<file path="src/design/assert_macros.svh">
// assertion macros used by the particle push design file
// no dependencies; bodies are empty when SYNTHESIS is defined
`ifndef ASSERT_MACROS_SVH
`define ASSERT_MACROS_SVH
`ifndef SYNTHESIS
// check that is switched off while reset is held
`define PPT_ASSERT(lbl, clk, rst_n, prop, msg) \
    lbl: assert property (@(posedge clk) disable iff (!rst_n) prop) else $error(msg);
// check that holds at every edge, reset included
`define PPT_ASSERT_NR(lbl, clk, prop, msg) \
    lbl: assert property (@(posedge clk) prop) else $error(msg);
`else
`define PPT_ASSERT(lbl, clk, rst_n, prop, msg)
`define PPT_ASSERT_NR(lbl, clk, prop, msg)
`endif
`endif

</file>
<file path="src/design/ppt_pkg.sv">
// shared constants, register codes and types of the particle push block
// no dependencies
package ppt_pkg;

    // fixed field widths
    localparam int DATA_W     = 32;
    localparam int DT_W       = 24;
    localparam int CELL_W     = 12;
    localparam int CFG_IDX_W  = 3;

    // acceleration store
    localparam int STORE_DEPTH = 4096;
    localparam int ST_AW       = $clog2(STORE_DEPTH);

    // parameter defaults
    localparam int GRID_DIM_DEF  = 16;
    localparam int FRAC_BITS_DEF = 16;

    // register indexes
    localparam logic [CFG_IDX_W-1:0] REG_TIME_STEP    = 3'd0;
    localparam logic [CFG_IDX_W-1:0] REG_BOUND_X_LOW  = 3'd1;
    localparam logic [CFG_IDX_W-1:0] REG_BOUND_X_HIGH = 3'd2;
    localparam logic [CFG_IDX_W-1:0] REG_BOUND_Y_LOW  = 3'd3;
    localparam logic [CFG_IDX_W-1:0] REG_BOUND_Y_HIGH = 3'd4;

    // register reset values
    localparam logic [DT_W-1:0]   TIME_STEP_RST    = 24'd655;
    localparam logic [DATA_W-1:0] BOUND_X_LOW_RST  = 32'd0;
    localparam logic [DATA_W-1:0] BOUND_X_HIGH_RST = 32'd983040;
    localparam logic [DATA_W-1:0] BOUND_Y_LOW_RST  = 32'd0;
    localparam logic [DATA_W-1:0] BOUND_Y_HIGH_RST = 32'd983040;

    // enables of the two stages of one interpolation unit
    typedef struct packed {
        logic en_mul;
        logic en_add;
    } t_lerp_ctl;

endpackage

</file>
<file path="src/design/ppt_lerp.sv">
// two-stage linear interpolation a + round((b - a) * f) on 32-bit values
// depends on ppt_pkg
module ppt_lerp #(
    parameter int FRAC_BITS = ppt_pkg::FRAC_BITS_DEF
) (
    input  logic                              i_clk,
    input  ppt_pkg::t_lerp_ctl                i_ctl,
    input  logic signed [ppt_pkg::DATA_W-1:0] i_a,
    input  logic signed [ppt_pkg::DATA_W-1:0] i_b,
    input  logic        [FRAC_BITS:0]         i_frac,
    output logic signed [ppt_pkg::DATA_W-1:0] o_y
);
    import ppt_pkg::*;

    localparam int PW = DATA_W + 1 + FRAC_BITS + 2;
    localparam logic signed [PW-1:0] HALF = PW'(1) << (FRAC_BITS - 1);

    logic signed [DATA_W:0]   diff;
    logic signed [PW-1:0]     r_prod;
    logic signed [DATA_W-1:0] r_a;
    logic signed [PW-1:0]     rnd;
    logic signed [DATA_W+1:0] rnd_n;
    logic signed [DATA_W+1:0] n_y;
    logic signed [DATA_W-1:0] r_y;

    // difference times fraction
    assign diff = (DATA_W+1)'(i_b) - (DATA_W+1)'(i_a);

    always_ff @(posedge i_clk) begin
        if (i_ctl.en_mul) begin
            r_prod <= PW'(diff) * PW'($signed({1'b0, i_frac}));
            r_a    <= i_a;
        end
    end

    // round to nearest, ties up, then add base; result stays between a and b
    assign rnd   = (r_prod + HALF) >>> FRAC_BITS;
    assign rnd_n = rnd[DATA_W+1:0];
    assign n_y   = (DATA_W+2)'(r_a) + rnd_n;

    always_ff @(posedge i_clk) begin
        if (i_ctl.en_add) begin
            r_y <= n_y[DATA_W-1:0];
        end
    end

    assign o_y = r_y;

endmodule

</file>
<file path="config.mk">
export PLATFORM = sky130hd
export DESIGN_NAME = ppt_lerp
export DESIGN_NICKNAME = d
export VERILOG_FILES = /design/src/design/assert_macros.svh /design/src/design/ppt_pkg.sv /design/src/design/ppt_lerp.sv
export SDC_FILE = /design/constraint.sdc
export NUM_CORES = 2
export LEC_CHECK = 0
export ABC_AREA = 1
export BUFFER_PORTS_ARGS = -buffer_cell sky130_fd_sc_hd__buf_2
export CORE_UTILIZATION = 35
export CTS_CLUSTER_DIAMETER = 30
export CTS_CLUSTER_SIZE = 24
export DETAILED_ROUTE_END_ITERATION = 10
export SETUP_SLACK_MARGIN = 0.2
export SYNTH_ARGS = -nofsm -noshare
export SYNTH_HDL_FRONTEND = slang
export SYNTH_SLANG_ARGS = --single-unit
export TNS_END_PERCENT = 5
</file>
<file path="constraint.sdc">
create_clock -name i_clk -period 17.3 [get_ports i_clk]
set_input_delay 0.865 -clock i_clk [delete_from_list [all_inputs] [get_ports i_clk]]
set_output_delay 0.865 -clock i_clk [all_outputs]
set_load 0.02 [all_outputs]
</file>
# Word level (Yosys, flattened, before mapping)
# Cells that the tools add are included.
dict set report totals {
  ff_bits 112
  input_bits 84
}
dict set report op_classes {
  addsub 3
  multipliers 1
}
# operator count
set op_table {}
lappend op_table {{$add 48x17->48 const B} 1}
lappend op_table {{$mul 33x18->48} 1}
lappend op_table {{$sub 32x32->33} 1}
lappend op_table {{$add 32x32->32} 1}

# Longest topological paths before layout
dict set report logic_depth {
  ltp_word 2
  ltp_mapped 43
  ltp_nobuf 41
}

# Least setup slack after synthesis
# No wires, ideal clock.
dict set report synth_path {
  path_type {input to register}
  startpoint {input i_b[0] (netlist name)}
  endpoint {register r_prod[42], data pin}
  t_arrival_ns 7.193
  setup_slack_ns 9.849
  path_stages 35
  path_cell_list {inv_1 ha_1 inv_1 fa_1 nand2_1 nand2_1 nand3_1 nand2_1 a21oi_1 inv_1 nand4_1 o311ai_1 or2_2 buf_2 nand2_4 nor2_1 fa_1 inv_1 fa_1 fa_1 inv_1 fa_1 fa_1 inv_1 fa_1 inv_1 ha_1 nand2_1 nor2_1 inv_1 nor4_1 nand3_1 nand3_1 a21oi_1 xnor2_1}
}
dict set report synth_between {
  elab_chain_cells 2
}
# item line_no
set synth_rtl {}
lappend synth_rtl {{from (decl)} ppt_lerp.sv:9} ;# input logic signed [ppt_pkg::DATA_W-1:0] i_b,
lappend synth_rtl {{$sub 32x32->33} ppt_lerp.sv:27} ;# assign diff = (DATA_W+1)'(i_b) - (DATA_W+1)'(i_a);
lappend synth_rtl {{$mul 33x18->48} ppt_lerp.sv:31} ;# r_prod <= PW'(diff) * PW'($signed({1'b0, i_frac}));
lappend synth_rtl {{to (signal assigned)} ppt_lerp.sv:31}
lappend synth_rtl {{to (decl)} ppt_lerp.sv:19} ;# logic signed [PW-1:0] r_prod;
# Every way passes these cells.
# A chain may end at the register's enable or synchronous reset.

# Worst setup path in the final report
dict set report layout_path {
  startpoint {input i_a[22] (netlist name)}
  endpoint {register r_prod[39], data pin}
}
dict set report layout_between {
  elab_chain_cells 2
}
# item line_no
set layout_rtl {}
lappend layout_rtl {{from (decl)} ppt_lerp.sv:8} ;# input logic signed [ppt_pkg::DATA_W-1:0] i_a,
lappend layout_rtl {{$sub 32x32->33} ppt_lerp.sv:27}
lappend layout_rtl {{$mul 33x18->48} ppt_lerp.sv:31}
# Every way passes these cells.

==> metrics <==
status=completed; largest stage delay on the critical path=0.64 ns; postcts setup bufs=0; share of cells above drive strength 1=6.73%; multi-input logic area=20000 µm²; class of the worst hold path=primary input to flop; delay-heaviest family, CP=adder cells; Max-slew headroom=20.8%; CTS tree=built; initial antenna violation count=3; dpl ws=8.25 ns; Layout area overhead=6.92%; Antenna Violating Nets Remaining=0; post-synth top area share=38.9%; Synth area leader=fa_1; fill count=7856; clk sinks=97; Async S/R FF share, synth=0%; Post-route DRC=0; Synth area leaders=fa_1 (39%), inv_1 (12%), edfxtp_1 (11%), ha_1 (8.2%), nand2_1 (7.7%); RSZ-0062 raised after global routing=no; GR Overflow Total=0; row count=100; Syn Inst Count=3310; crit path time final=8.70 ns; syn_area_per_cell=8.03 µm²; largest net degree at the start of global routing=66; IO Count=116; main combinational cell family by area after synthesis=adder cells; critical path capture point type=flop; Reg clk slew, reported paths=0.08 ns; most used cell along the critical path=inv_1; Achievable Freq=115 MHz; WP data required=17.43 ns; Final Hold Vio Count=0; Pre-antenna DRT Iters=6; Synth Area in XOR/XNOR=3.71%; Hold-fix buffers, CTS=0; worst-margin pin slew=1.18 ns; YS warnings=0; latest clock arrival within the worst-skew pair=0.37 ns; CTS root buf=clkbuf_16; area of the core=74800 µm²; Yosys reg bits=97; count of final max-slew check failures=0; Seq/Total Area, Yosys=11.0%; final wirelength=82.2 mm; compound-cell area share of the yosys netlist=5.30%; total CTS buffers=9; Port Buffers=115; CP Buf/Inv Count=8; Die H=278 µm; Cell Area, Synth=26600 µm²; Primary FF master, synth=edfxtp_1; final setup violation count=0; fin crit share=50.3%; ANT cells=0; DIE WIDTH=278 µm; post-synthesis simple-gate area fraction=19.1%; DPL Wire Length=69.9 mm; DR WL/cell=18.9 µm; Post-synth EDFFs=97; Total GRT Usage=21.9%; Mapped Nets=4084; Fin Setup TNS=0 ns; Slowest cell on crit path=nor3_1; Initial DRC Count=1299; clk buf depth=2; htree depth=3; Synth cell types=49; GP Congestion=0.982; mux share of post-synthesis cell area=0%; Final WS setup=8.60 ns; critical path class=primary input to flop; Starting Density=35.5%; nets@finish=4143; Max Cap Viol=0; post-cts resize count=0; critical path arrival=8.83 ns; vias in the first global route=22800; final setup skew=0.0124 ns; vias after detailed routing=21300; via/cell ratio=4.91; crit start category=primary input; post-synthesis adder-cell area fraction=47.0%; first-pass GRT wire length=130 mm; CP Max Fanout=10; register area=2910 µm²; DIE AREA=77100 µm²
==> metal layers <==
layer  vias up  GRT usage [%]  routed length [µm]
met2       769           38.2               39800
met5         -              0                  35
met3       145           2.26                5150
met4         6           7.04                3010
li1       9898              -                   -
met1     10500           28.3               34200
==> Yosys cell counts, types with 3 or more instances <==
| cell type | instances |
|---|---|
| a211oi_1 | 5 |
| a21boi_0 | 6 |
| a21o_1 | 12 |
| a21oi_1 | 99 |
| a21oi_2 | 4 |
| a31oi_1 | 17 |
| and3_1 | 4 |
| buf_2 | 14 |
| buf_4 | 4 |
| buf_6 | 5 |
| clkbuf_1 | 61 |
| clkinv_1 | 5 |
| edfxtp_1 | 97 |
| fa_1 | 516 |
| ha_1 | 174 |
| inv_1 | 871 |
| nand2_1 | 545 |
| nand2_2 | 12 |
| nand2_4 | 5 |
| nand3_1 | 121 |
| nand4_1 | 18 |
| nor2_1 | 410 |
| nor2_2 | 20 |
| nor3_1 | 31 |
| nor3_2 | 3 |
| nor4_1 | 8 |
| o211ai_1 | 6 |
| o21a_1 | 5 |
| o21ai_0 | 53 |
| o21bai_1 | 17 |
| or2_1 | 9 |
| or2_2 | 23 |
| xnor2_1 | 38 |
| xor2_1 | 71 |
==> cell type report <==
type	instances	share of cell area, %
Timing Repair Buffer	133	2.50
Sequential cell	97	10.2
Inverter	876	11.6
Clock inverter	7	0.286
Clock buffer	9	0.792
Tap cell	969	4.27
Multi-Input combinational cell	2252	70.3
==> flip-flops by register name, indices dropped and copies added (netlist names) <==
signal and cells:
r_prod 33, r_a 32, o_y 32
==> worst paths after layout <==
kind,start,endpoint,slack (ns),depth (start not counted)
worst max register to register,r_prod[25]$_DFFE_PP_,o_y[29]$_DFFE_PP_,13.30,18
worst max-delay path,i_a[22],r_prod[39]$_DFFE_PP_,8.60,31
worst min register to register,r_a[31]$_DFFE_PP_,o_y[31]$_DFFE_PP_,0.72,3
worst min-delay path,i_a[28],r_a[28]$_DFFE_PP_,0.67,1
==> kinds of logic (layout without fill, tap and decap cells) <==
family                     Yosys count  after routing
xor gates and xnor gates           111            111
DFF                                 97             97
buffers and inverters              961           1025
AOI/OAI and AO/OA                  236            236
adders and majority gates          690            690
and+or+nand+nor                   1215           1215
==> cells in the final DEF, fill, tap and decap left out, drive strengths merged <==
master,netlist,routed
nand4,18,18
a211oi,5,5
nor2,430,430
a21boi,6,6
o21ai,56,56
inv,871,873
o31ai,3,3
fa,516,516
nor4,9,9
xor2,71,71
o311ai,1,1
xnor2,40,40
clkinv,5,10
nor4b,1,1
nand2,562,562
o21a,5,5
ha,174,174
o211ai,6,6
a21oi,105,105
nand3b,1,1
edfxtp,97,97
or2,32,32
nor3,34,34
a31oi,17,17
a221oi,2,2
a21o,12,12
nor3b,2,2
buf,24,133
nand3,121,121
o21bai,18,18
and3,4,4
and2,1,1
clkbuf,61,9
==> through the flow <==
stage | cells | hold slack [ns] | utilization, % | cell area, µm²
after floorplan | 3310 | 0.526 | - | 26600
after global placement | 4327 | 0.719 | 37.6 | 28100
after detailed placement | 4327 | 0.709 | 37.6 | 28100
after CTS | 4343 | 0.659 | 38.0 | 28400
after global routing | 4343 | 0.664 | 38.0 | 28400
final | 4343 | 0.675 | 38.0 | 28400
Power is not shown: default switching activity piles up to over one toggle a cycle in this logic, so the estimate is an artifact.
